File: src/design/wdad_pkg.sv
// Shared types and constants for the window deviation anomaly detector.
// Used by every module of the block; depends on nothing else.
package wdad_pkg;

  localparam int CNT_BITS     = 16;
  localparam int THR_BITS     = 24;
  localparam int CFG_IDX_BITS = 3;
  localparam int CFG_DATA_BITS = 24;

  localparam logic [CNT_BITS-1:0] CNT_MAX = '1;

  // register indexes on the configuration port
  localparam logic [CFG_IDX_BITS-1:0] CFG_SWEEP_ENABLE   = 3'd0;
  localparam logic [CFG_IDX_BITS-1:0] CFG_LOW_THRESHOLD  = 3'd1;
  localparam logic [CFG_IDX_BITS-1:0] CFG_HIGH_THRESHOLD = 3'd2;
  localparam logic [CFG_IDX_BITS-1:0] CFG_QUIET_LIMIT    = 3'd3;
  localparam logic [CFG_IDX_BITS-1:0] CFG_MIN_EVENTS     = 3'd4;

  // register values after reset
  localparam logic [THR_BITS-1:0] LOW_THRESHOLD_RST  = 24'd30000;
  localparam logic [THR_BITS-1:0] HIGH_THRESHOLD_RST = 24'd150000;
  localparam logic [CNT_BITS-1:0] QUIET_LIMIT_RST    = 16'd250;
  localparam logic [CNT_BITS-1:0] MIN_EVENTS_RST     = 16'd2;

  typedef enum logic [1:0] {
    EV_NONE  = 2'd0,
    EV_SMALL = 2'd1,
    EV_LARGE = 2'd2
  } event_kind_t;

  typedef enum logic [2:0] {
    ST_IDLE,
    ST_MEAN,
    ST_MEAN_WAIT,
    ST_ROT,
    ST_DEV,
    ST_DEV_WAIT,
    ST_OUT
  } wdad_state_t;

  function automatic logic [CNT_BITS-1:0] sat_inc(input logic [CNT_BITS-1:0] c);
    return (c == CNT_MAX) ? CNT_MAX : c + 1'b1;
  endfunction

endpackage

File: src/design/wdad_cell.sv
// One window cell: holds a single sample and takes its neighbour's on a shift.
// Depends on wdad_pkg only by house convention (no items used beyond the import).
module wdad_cell import wdad_pkg::*; #(
  parameter int SAMPLE_BITS = 24
) (
  input  logic                   clk,
  input  logic                   rst,
  input  logic                   shift,
  input  logic [SAMPLE_BITS-1:0] d,
  output logic [SAMPLE_BITS-1:0] q
);

  always_ff @(posedge clk) begin
    if (rst) begin
      q <= '0;
    end else if (shift) begin
      q <= d;
    end
  end

endmodule

File: src/design/wdad_cdiv.sv
// Unsigned divide by a constant: reciprocal multiply plus one correction step.
// The product, then the estimate are registered behind start, and done marks the result; depends on wdad_pkg.
module wdad_cdiv import wdad_pkg::*; #(
  parameter int DIVISOR = 10,
  parameter int XBITS   = 30
) (
  input  logic             clk,
  input  logic             rst,
  input  logic             start,
  input  logic [XBITS-1:0] x,
  output logic             done,
  output logic [XBITS-1:0] q
);

  localparam longint unsigned RECIP_L = (64'd1 << XBITS) / DIVISOR;
  localparam logic [XBITS-1:0] RECIP  = XBITS'(RECIP_L);
  localparam logic [XBITS-1:0] DIV_C  = XBITS'(DIVISOR);

  logic               v1, v2;
  logic [XBITS-1:0]   x1, x2;
  logic [2*XBITS-1:0] prod;
  logic [XBITS-1:0]   qe;
  logic [XBITS-1:0]   qn;
  logic [XBITS-1:0]   rem;

  always_ff @(posedge clk) begin
    if (rst) begin
      v1 <= 1'b0;
      v2 <= 1'b0;
    end else begin
      v1 <= start;
      v2 <= v1;
    end
  end

  // estimate is exact or one low, since x < 2**XBITS
  always_ff @(posedge clk) begin
    x1   <= x;
    prod <= {{XBITS{1'b0}}, x} * {{XBITS{1'b0}}, RECIP};
    x2   <= x1;
    qe   <= prod[2*XBITS-1:XBITS];
  end

  always_comb begin
    qn   = qe * DIV_C;
    rem  = x2 - qn;
    q    = (rem >= DIV_C) ? qe + 1'b1 : qe;
    done = v2;
  end

endmodule

File: src/design/window_deviation_anomaly_detector.sv
// Top level of the window deviation anomaly detector: window cell row, running
// sum, shared constant divider and event logic. Depends on wdad_pkg, wdad_cell, wdad_cdiv.
//
//  channel  | direction | signals                              | payload
//  ---------+-----------+--------------------------------------+---------------------------
//  s        | in        | s_tvalid s_tready s_tdata            | sample
//  m        | out       | m_tvalid m_tready m_tdata m_tuser    | mean, deviation, kind,
//           |           |                                      | group flag/count; analysed
//  cfg      | in        | cfg_we cfg_index cfg_data            | register writes
//
// A sample that completes the window is processed in order: the running sum is updated
// at the transfer edge, then come the mean divide, one walk round the cell ring for the
// absolute deviation sum, the deviation divide and the event decision. The next sample
// is taken only once the decision state has loaded its result into the output register,
// so no sample is taken while the one before it is still in the walk or a divide.
// While the window fills, the decision state follows the transfer and loads a result
// into the output register; the next sample is taken once it has done so.
// Reset is synchronous and clears window, counters, latches, configuration registers and the output valid flag.
// A stalled result holds in the output register; the next sample is taken meanwhile
// and its processing holds in the decision state until the output register frees.
module window_deviation_anomaly_detector import wdad_pkg::*; #(
  parameter int WINDOW_LEN  = 10,
  parameter int SAMPLE_BITS = 24
) (
  input  logic clk,
  input  logic rst,
  // slave side
  input  logic                               s_tvalid,
  output logic                               s_tready,
  input  logic [((SAMPLE_BITS+7)/8)*8-1:0]   s_tdata,   // [SAMPLE_BITS-1:0] sample
  // master side
  output logic                               m_tvalid,
  input  logic                               m_tready,
  // from bit 0: window_mean, deviation, event_kind, group_done, group_count, zero pad
  output logic [((2*SAMPLE_BITS+19+7)/8)*8-1:0] m_tdata,
  output logic                               m_tuser,   // analysed
  // configuration
  input  logic                               cfg_we,
  input  logic [CFG_IDX_BITS-1:0]            cfg_index,
  input  logic [CFG_DATA_BITS-1:0]           cfg_data
);

  localparam int ACC_BITS   = SAMPLE_BITS + $clog2(WINDOW_LEN);
  localparam int FILL_BITS  = $clog2(WINDOW_LEN + 1);
  localparam int ROT_BITS   = $clog2(WINDOW_LEN);
  localparam int OUT_FIELDS = 2*SAMPLE_BITS + 2 + 1 + CNT_BITS;
  localparam int OUT_TDATA  = ((OUT_FIELDS + 7) / 8) * 8;
  localparam int CMP_BITS   = (SAMPLE_BITS > THR_BITS) ? SAMPLE_BITS : THR_BITS;
  localparam logic [FILL_BITS-1:0] FILL_FULL = FILL_BITS'(WINDOW_LEN);
  localparam logic [ROT_BITS-1:0]  ROT_LAST  = ROT_BITS'(WINDOW_LEN - 1);

  // configuration registers
  logic                sweep_enable;
  logic [THR_BITS-1:0] low_threshold;
  logic [THR_BITS-1:0] high_threshold;
  logic [CNT_BITS-1:0] quiet_limit;
  logic [CNT_BITS-1:0] min_events;

  always_ff @(posedge clk) begin
    if (rst) begin
      sweep_enable   <= 1'b0;
      low_threshold  <= LOW_THRESHOLD_RST;
      high_threshold <= HIGH_THRESHOLD_RST;
      quiet_limit    <= QUIET_LIMIT_RST;
      min_events     <= MIN_EVENTS_RST;
    end else if (cfg_we) begin
      case (cfg_index)
        CFG_SWEEP_ENABLE:   sweep_enable   <= cfg_data[0];
        CFG_LOW_THRESHOLD:  low_threshold  <= cfg_data[THR_BITS-1:0];
        CFG_HIGH_THRESHOLD: high_threshold <= cfg_data[THR_BITS-1:0];
        CFG_QUIET_LIMIT:    quiet_limit    <= cfg_data[CNT_BITS-1:0];
        CFG_MIN_EVENTS:     min_events     <= cfg_data[CNT_BITS-1:0];
        default: ;
      endcase
    end
  end

  wdad_state_t state, state_next;

  logic                   in_xfer;
  logic                   take;       // transfer while sweeping
  logic [SAMPLE_BITS-1:0] new_sample;

  assign s_tready   = (state == ST_IDLE);
  assign in_xfer    = s_tvalid && s_tready;
  assign take       = in_xfer && sweep_enable;
  assign new_sample = s_tdata[SAMPLE_BITS-1:0];

  // ---------------------------------------------------------------------------
  // Window: a ring of cells. A new sample enters at the top and the oldest drops
  // out of cell 0; during the deviation walk cell 0 wraps round to the top, so
  // after WINDOW_LEN shifts the window is back in order.
  // ---------------------------------------------------------------------------
  logic [SAMPLE_BITS-1:0] cell_q [WINDOW_LEN];
  logic                   ring_shift;

  assign ring_shift = take || (state == ST_ROT);

  genvar gi;
  generate
    for (gi = 0; gi < WINDOW_LEN; gi++) begin : g_cell
      logic [SAMPLE_BITS-1:0] cell_d;
      if (gi == WINDOW_LEN - 1) begin : g_top
        assign cell_d = take ? new_sample : cell_q[0];
      end else begin : g_mid
        assign cell_d = cell_q[gi+1];
      end
      wdad_cell #(.SAMPLE_BITS(SAMPLE_BITS)) u_cell (
        .clk   (clk),
        .rst   (rst),
        .shift (ring_shift),
        .d     (cell_d),
        .q     (cell_q[gi])
      );
    end
  endgenerate

  // running window sum: add the entering sample, drop the leaving one
  logic signed [ACC_BITS:0] win_sum;
  logic        [ACC_BITS:0] neg_sum;
  logic [ACC_BITS-1:0]      abs_sum;
  logic [ACC_BITS:0]        new_ext, old_ext;

  assign new_ext = {{(ACC_BITS+1-SAMPLE_BITS){new_sample[SAMPLE_BITS-1]}}, new_sample};
  assign old_ext = {{(ACC_BITS+1-SAMPLE_BITS){cell_q[0][SAMPLE_BITS-1]}}, cell_q[0]};
  assign neg_sum = -win_sum;
  assign abs_sum = win_sum[ACC_BITS] ? neg_sum[ACC_BITS-1:0] : win_sum[ACC_BITS-1:0];

  logic [FILL_BITS-1:0] fill_count;
  logic                 analysed_pend;

  always_ff @(posedge clk) begin
    if (rst) begin
      win_sum       <= '0;
      fill_count    <= '0;
      analysed_pend <= 1'b0;
    end else if (take) begin
      win_sum <= win_sum + new_ext - old_ext;
      if (fill_count < FILL_FULL) begin
        fill_count    <= fill_count + 1'b1;
        analysed_pend <= (fill_count + 1'b1 == FILL_FULL);
      end else begin
        analysed_pend <= 1'b1;
      end
    end
  end

  // shared divide by WINDOW_LEN, used once for the mean and once for the deviation
  logic                div_start, div_done;
  logic [ACC_BITS-1:0] div_x, div_q;
  logic [ACC_BITS-1:0] dsum;

  assign div_start = (state == ST_MEAN) || (state == ST_DEV);
  assign div_x     = (state == ST_MEAN) ? abs_sum : dsum;

  wdad_cdiv #(.DIVISOR(WINDOW_LEN), .XBITS(ACC_BITS)) u_cdiv (
    .clk   (clk),
    .rst   (rst),
    .start (div_start),
    .x     (div_x),
    .done  (div_done),
    .q     (div_q)
  );

  // mean, truncated toward zero: divide the magnitude, restore the sign
  logic [SAMPLE_BITS-1:0] mean_mag, mean_val;
  logic [SAMPLE_BITS-1:0] win_mean;
  logic [SAMPLE_BITS-1:0] dev;
  logic [ROT_BITS-1:0]    rot_cnt;

  assign mean_mag = div_q[SAMPLE_BITS-1:0];
  assign mean_val = win_sum[ACC_BITS] ? -mean_mag : mean_mag;

  // absolute distance of the sample in cell 0 from the mean
  logic [SAMPLE_BITS:0]   diff, neg_diff;
  logic [SAMPLE_BITS-1:0] abs_diff;

  assign diff     = {cell_q[0][SAMPLE_BITS-1], cell_q[0]} - {win_mean[SAMPLE_BITS-1], win_mean};
  assign neg_diff = -diff;
  assign abs_diff = diff[SAMPLE_BITS] ? neg_diff[SAMPLE_BITS-1:0] : diff[SAMPLE_BITS-1:0];

  always_ff @(posedge clk) begin
    if (state == ST_MEAN_WAIT && div_done) begin
      win_mean <= mean_val;
      dsum     <= '0;
    end else if (state == ST_ROT) begin
      dsum <= dsum + {{(ACC_BITS-SAMPLE_BITS){1'b0}}, abs_diff};
    end
    if (state == ST_DEV_WAIT && div_done) begin
      dev <= div_q[SAMPLE_BITS-1:0];
    end
  end

  always_ff @(posedge clk) begin
    if (rst) begin
      rot_cnt <= '0;
    end else if (state == ST_ROT) begin
      rot_cnt <= (rot_cnt == ROT_LAST) ? '0 : rot_cnt + 1'b1;
    end
  end

  // ---------------------------------------------------------------------------
  // Event decision and grouping
  // ---------------------------------------------------------------------------
  logic                small_latched, large_latched;
  logic [CNT_BITS-1:0] quiet_count, event_count, target_count;

  logic                small_next, large_next;
  logic [CNT_BITS-1:0] quiet_next, event_next, target_next;
  event_kind_t         kind_next;
  logic                grouped_next;
  logic [CMP_BITS-1:0] dev_c, low_c, high_c;
  logic                in_small, in_large;
  logic                out_free, out_load;

  assign dev_c    = CMP_BITS'(dev);
  assign low_c    = CMP_BITS'(low_threshold);
  assign high_c   = CMP_BITS'(high_threshold);
  assign in_small = (dev_c > low_c) && (dev_c < high_c);
  assign in_large = (dev_c >= high_c);

  assign out_free = !m_tvalid || m_tready;
  assign out_load = (state == ST_OUT) && out_free;

  always_comb begin
    small_next   = small_latched;
    large_next   = large_latched;
    quiet_next   = quiet_count;
    event_next   = event_count;
    target_next  = target_count;
    kind_next    = EV_NONE;
    grouped_next = 1'b0;
    if (in_small) begin
      if (!small_latched) begin
        event_next = sat_inc(event_count);
        small_next = 1'b1;
        quiet_next = '0;
        kind_next  = EV_SMALL;
      end
    end else if (in_large) begin
      if (!large_latched) begin
        event_next = sat_inc(event_count);
        large_next = 1'b1;
        quiet_next = '0;
        kind_next  = EV_LARGE;
      end
    end else begin
      small_next = 1'b0;
      large_next = 1'b0;
      quiet_next = sat_inc(quiet_count);
    end
    // enough quiet after enough events: fold them into one target
    if (quiet_next > quiet_limit && event_next > min_events) begin
      target_next  = sat_inc(target_count);
      quiet_next   = '0;
      event_next   = '0;
      grouped_next = 1'b1;
    end
  end

  always_ff @(posedge clk) begin
    if (rst) begin
      small_latched <= 1'b0;
      large_latched <= 1'b0;
      quiet_count   <= '0;
      event_count   <= '0;
      target_count  <= '0;
    end else if (out_load && analysed_pend) begin
      small_latched <= small_next;
      large_latched <= large_next;
      quiet_count   <= quiet_next;
      event_count   <= event_next;
      target_count  <= target_next;
    end
  end

  // ---------------------------------------------------------------------------
  // Output register
  // ---------------------------------------------------------------------------
  logic [OUT_TDATA-1:0] out_data;
  logic                 out_user;
  logic                 out_valid;

  always_ff @(posedge clk) begin
    if (rst) begin
      out_valid <= 1'b0;
    end else if (out_load) begin
      out_valid <= 1'b1;
    end else if (m_tready) begin
      out_valid <= 1'b0;
    end
  end

  always_ff @(posedge clk) begin
    if (out_load) begin
      out_user <= analysed_pend;
      if (analysed_pend) begin
        out_data <= {{(OUT_TDATA-OUT_FIELDS){1'b0}}, target_next, grouped_next,
                     kind_next, dev, win_mean};
      end else begin
        out_data <= {{(OUT_TDATA-OUT_FIELDS){1'b0}}, target_count, 1'b0,
                     EV_NONE, {SAMPLE_BITS{1'b0}}, {SAMPLE_BITS{1'b0}}};
      end
    end
  end

  assign m_tvalid = out_valid;
  assign m_tdata  = out_data;
  assign m_tuser  = out_user;

  // ---------------------------------------------------------------------------
  // Sequencer
  // ---------------------------------------------------------------------------
  always_ff @(posedge clk) begin
    if (rst) begin
      state <= ST_IDLE;
    end else begin
      state <= state_next;
    end
  end

  always_comb begin
    state_next = state;
    case (state)
      ST_IDLE: begin
        if (take) begin
          // a sample that does not complete the window goes straight out
          state_next = (fill_count >= FILL_FULL - 1'b1) ? ST_MEAN : ST_OUT;
        end
      end
      ST_MEAN:      state_next = ST_MEAN_WAIT;
      ST_MEAN_WAIT: if (div_done) state_next = ST_ROT;
      ST_ROT:       if (rot_cnt == ROT_LAST) state_next = ST_DEV;
      ST_DEV:       state_next = ST_DEV_WAIT;
      ST_DEV_WAIT:  if (div_done) state_next = ST_OUT;
      ST_OUT:       if (out_free) state_next = ST_IDLE;
      default:      state_next = ST_IDLE;
    endcase
  end

  // ---------------------------------------------------------------------------
  // Checks
  // ---------------------------------------------------------------------------
  a_fill_bound: assert property (@(posedge clk) disable iff (rst)
    fill_count <= FILL_FULL)
    else $error("fill count beyond window length");

  a_div_only_waited: assert property (@(posedge clk) disable iff (rst)
    div_done |-> (state == ST_MEAN_WAIT || state == ST_DEV_WAIT))
    else $error("divider result arrived outside a wait state");

  a_walk_ends: assert property (@(posedge clk) disable iff (rst)
    (state == ST_ROT && rot_cnt == ROT_LAST) |=> (state == ST_DEV && rot_cnt == '0))
    else $error("deviation walk did not end after one lap of the ring");

  a_large_latches: assert property (@(posedge clk) disable iff (rst)
    (out_load && analysed_pend && kind_next == EV_LARGE) |=> large_latched)
    else $error("large-target event not latched");

endmodule

File: config.mk
export PLATFORM = sky130hd
export DESIGN_NAME = window_deviation_anomaly_detector
export DESIGN_NICKNAME = d
export VERILOG_FILES = /design/src/design/wdad_pkg.sv /design/src/design/wdad_cell.sv /design/src/design/wdad_cdiv.sv /design/src/design/window_deviation_anomaly_detector.sv
export SDC_FILE = /design/constraint.sdc
export NUM_CORES = 2
export LEC_CHECK = 0
export ABC_AREA = 1
export BUFFER_PORTS_ARGS = -buffer_cell sky130_fd_sc_hd__buf_2
export CAP_MARGIN = 15
export CORE_ASPECT_RATIO = 2
export CORE_MARGIN = 1
export CORE_UTILIZATION = 55
export CTS_CLUSTER_SIZE = 30
export DETAILED_ROUTE_END_ITERATION = 10
export PLACE_DENSITY = 0.74
export SYNTH_ARGS = -nofsm -noshare
export SYNTH_HDL_FRONTEND = slang
export SYNTH_SLANG_ARGS = --single-unit
File: constraint.sdc
create_clock -name clk -period 7.7 [get_ports clk]
set_input_delay 1.155 -clock clk [delete_from_list [all_inputs] [get_ports clk]]
set_output_delay 1.155 -clock clk [all_outputs]
set_load 0.01 [all_outputs]
==> impl_results.md <==
* ANT nets after route at 0
* Tcrit/Tclk final at 102%
* Drc violations at 0
* Routed vias/inst at approximately 5.5
* DRT iter0 DRCs at ~2600
* Worst slew pin tran at between 1 and 1.5 ns
* Yosys reg bits at approximately 660
* WL/cell at between 20 and 25 um
* Syn Std Cell Area at 48200 um2
* Critical-path top delay cell: fa_1
* Netlist cell types at 65
* Detailed Place HPWL at roughly 130 mm
* Register clock-pin slew on the reported worst setup and hold paths at roughly 0.070 ns
* Max clock buf depth at 3
* Hold WS at 0.322 ns
* Final slew viol count at 0
* Status: finished, violations left
* Share of post-route cells with drive strength above 1 at roughly 14%
* Io pins at 131
* Worst hold-check path type: register to register
* Yosys warnings at 0
* Initial antenna violation count at 9
* Die height at 421 um
* Type of origin of the critical path: register
* Most area-consuming cells after synthesis: dfxtp_1 23%, ha_1 13%, fa_1 11%, inv_1 9.1%, nand2_1 7.7%
* DR vias at 43200
* Row count at around 150
* Slew margin rel. at under 10%
* Number of max-cap violations at 0
* Largest net degree at the start of global routing at approximately 250
* Placed cell area at roughly 52000 um2
* Post-Layout Inst Area at 56200 um2
* FILL cells at between 7000 and 8000
* CTS tree: built
* Final hold viol count at 0
* Arrival time at the worst endpoint at roughly 8.4 ns
* Most frequent cells after synthesis: 1168 x inv_1, 995 x nand2_1, 700 x nor2_1, 547 x dfxtp_1, 509 x o21ai_0
* Die area at approximately 89000 um2
* Asr flop ratio synth at 0%
* Area Growth Syn to Fin at 16.6%
* Setup CP Type: register to register
* Clock skew at ~0.050 ns
* RSZ-0062 raised after global routing: yes
* Synth Instances at about 6300
* Number of global-route vias before repair at 43800
* Initial Utilization at 55.5%
* WP data required at 8.24 ns
* CTS root buffer: clkbuf_16
* Worst stage delay on the critical path at 0.58 ns
* PnR worst setup slack at -0.133 ns
* Post-cts hold buffer count at 0
* Global-route congestion overflow total at 0
* GRT Util Overall at between 30 and 40%
* Post-synth EDFFs at 116
* Final Setup Violations at 8
* Failing checks: setup timing
* Cts bufs inserted at 60
* CTS H-tree depth at 2
* First-pass GRT wire length at around 250 mm
* Clk sinks at between 600 and 700
* Die width at around 210 um
* Nets at 7499
* Clock Latency Late Sink at 0.69 ns
* Post-layout min period at between 7 and 8 ns
* Synth Area per Inst at about 7.7 um2
* Share of the synthesized area in the top cell type at around 23%
* Most used flip-flop cell after synthesis: dfxtp_1
* Top-count cell post-synth: inv_1
* Seq/Total Area, Yosys at 29.9%
* Core Region at ~87000 um2
* Port bufs at 125
* 1st-pass router iterations at 6
* Max Freq at 0.128 GHz
* GP Congestion at 1.05
* WL final at between 150 and 200 mm
* Cell mode on critical path: inv_2
* Top cell type by total area after synthesis: dfxtp_1
* Crit. End Element: register
* CP max FO at 3
-- critical path, delay by kind of cell (launching register included) --
family | cells | cell delay, ns
fa+ha+maj | 9 | 3.81
simple gates | 9 | 1.22
compound gates | 9 | 1.08
buf+inv | 10 | 0.79
xor+xnor | 2 | 0.38
flops | 1 | 0.37
-- cell type report --
class / count / area (um2) / area share (%)
timing repair buffer: 522 / 3690 / 6.57
inverter: 1180 / 4450 / 7.92
clock inverter: 32 / 393 / 0.699
tap: 1162 / 1450 / 2.59
multi-input combinational: 4258 / 30000 / 53.4
antenna: 10 / 25.0 / 0.0445
sequential: 663 / 14400 / 25.7
clock buffer: 80 / 1720 / 3.06
-- sequential cells by signal, summed over array words and instances (netlist names), 16 cells and up --
name	count
win_mean	24
low_c	24
target_count	16
u_cdiv.qe	25
quiet_count	16
win_sum	29
dsum	28
event_count	16
g_cell.u_cell.q	240
u_cdiv.x2	27
min_events	16
quiet_limit	16
m_tdata	67
u_cdiv.x1	27
high_c	24
dev	24
u_cdiv.prod	25
-- metal layers --
metal	track usage, %	vias to the layer above	wire length, um
met5	0	-	25
met4	41.0	4	21300
met3	6.31	734	8230
met2	66.5	1423	82900
met1	33.4	20100	52100
li1	-	20900	-
-- through the flow --
stage	cells	setup WS, ns	TNS (ns)	util, %
6_report	7907	-0.133	-0.487	64.7
5_1_grt	7897	-0.294	-2.33	64.7
4_1_cts	7882	-0.108	-0.280	64.0
3_5_place_dp	7739	-0.672	-9.69	60.2
3_3_place_gp	7739	-0.584	-8.36	60.2
2_1_floorplan	6283	0.113	0	-
-- cells by family (layout without fill, tap and decap cells) --
family | Yosys count | count (layout) | synth area share [%]
AND/OR/NAND/NOR | 2095 | 2095 | 17.9
buffers and inverters | 1362 | 1814 | 10.7
AO/OA/AOI/OAI | 1168 | 1168 | 13.3
adder cells (fa/ha/maj) | 758 | 758 | 23.9
flip-flops | 663 | 663 | 29.9
XOR/XNOR | 231 | 231 | 4.20
other | 1 | 15 | 0.00778
multiplexers | 1 | 1 | 0.0208
-- cell usage in the layout (no fill, tap or decap), types with 15 or more instances in the layout --
| cell type | synthesis | layout |
|---|---|---|
| a21o_1 | 18 | 18 |
| a21oi_1 | 426 | 386 |
| a21oi_2 | 0 | 29 |
| a31oi_1 | 48 | 46 |
| buf_2 | 3 | 124 |
| buf_4 | 5 | 387 |
| clkbuf_16 | 0 | 61 |
| dfxtp_1 | 547 | 544 |
| edfxtp_1 | 116 | 116 |
| fa_1 | 273 | 252 |
| fa_2 | 0 | 21 |
| ha_1 | 485 | 432 |
| ha_4 | 0 | 45 |
| inv_1 | 1168 | 1137 |
| inv_2 | 5 | 30 |
| nand2_1 | 995 | 974 |
| nand2_2 | 26 | 44 |
| nand3_1 | 169 | 158 |
| nand3_2 | 4 | 15 |
| nand4_1 | 79 | 79 |
| nor2_1 | 700 | 678 |
| nor2_2 | 11 | 24 |
| nor3_1 | 57 | 49 |
| nor4_1 | 21 | 19 |
| o211ai_1 | 48 | 48 |
| o21ai_0 | 509 | 486 |
| o21ai_1 | 4 | 18 |
| o21bai_1 | 22 | 22 |
| xnor2_1 | 64 | 60 |
| xor2_1 | 167 | 161 |
-- worst paths after layout --
kind | cells past startpoint | to | from | slack (ns)
max reg2reg | 39 | u_cdiv.prod[51]$_DFF_P_ | win_sum[1]$_SDFFE_PP0P_ | -0.13
max | 39 | u_cdiv.prod[51]$_DFF_P_ | win_sum[1]$_SDFFE_PP0P_ | -0.13
min reg2reg | 0 | u_cdiv.x2[20]$_DFF_P_ | u_cdiv.x1[20]$_DFF_P_ | 0.32
min | 0 | u_cdiv.x2[20]$_DFF_P_ | u_cdiv.x1[20]$_DFF_P_ | 0.32
-- what timing repair did --
item                       CTS  global route
cloned                       0             0
resized for setup          203            97
setup endpoints to repair   25            41
setup buffers               31            15
pin swaps                  134            79
Power is left out: the tool's default activity adds up to more than one toggle a clock period on the data nets, which glitch-free logic cannot reach.
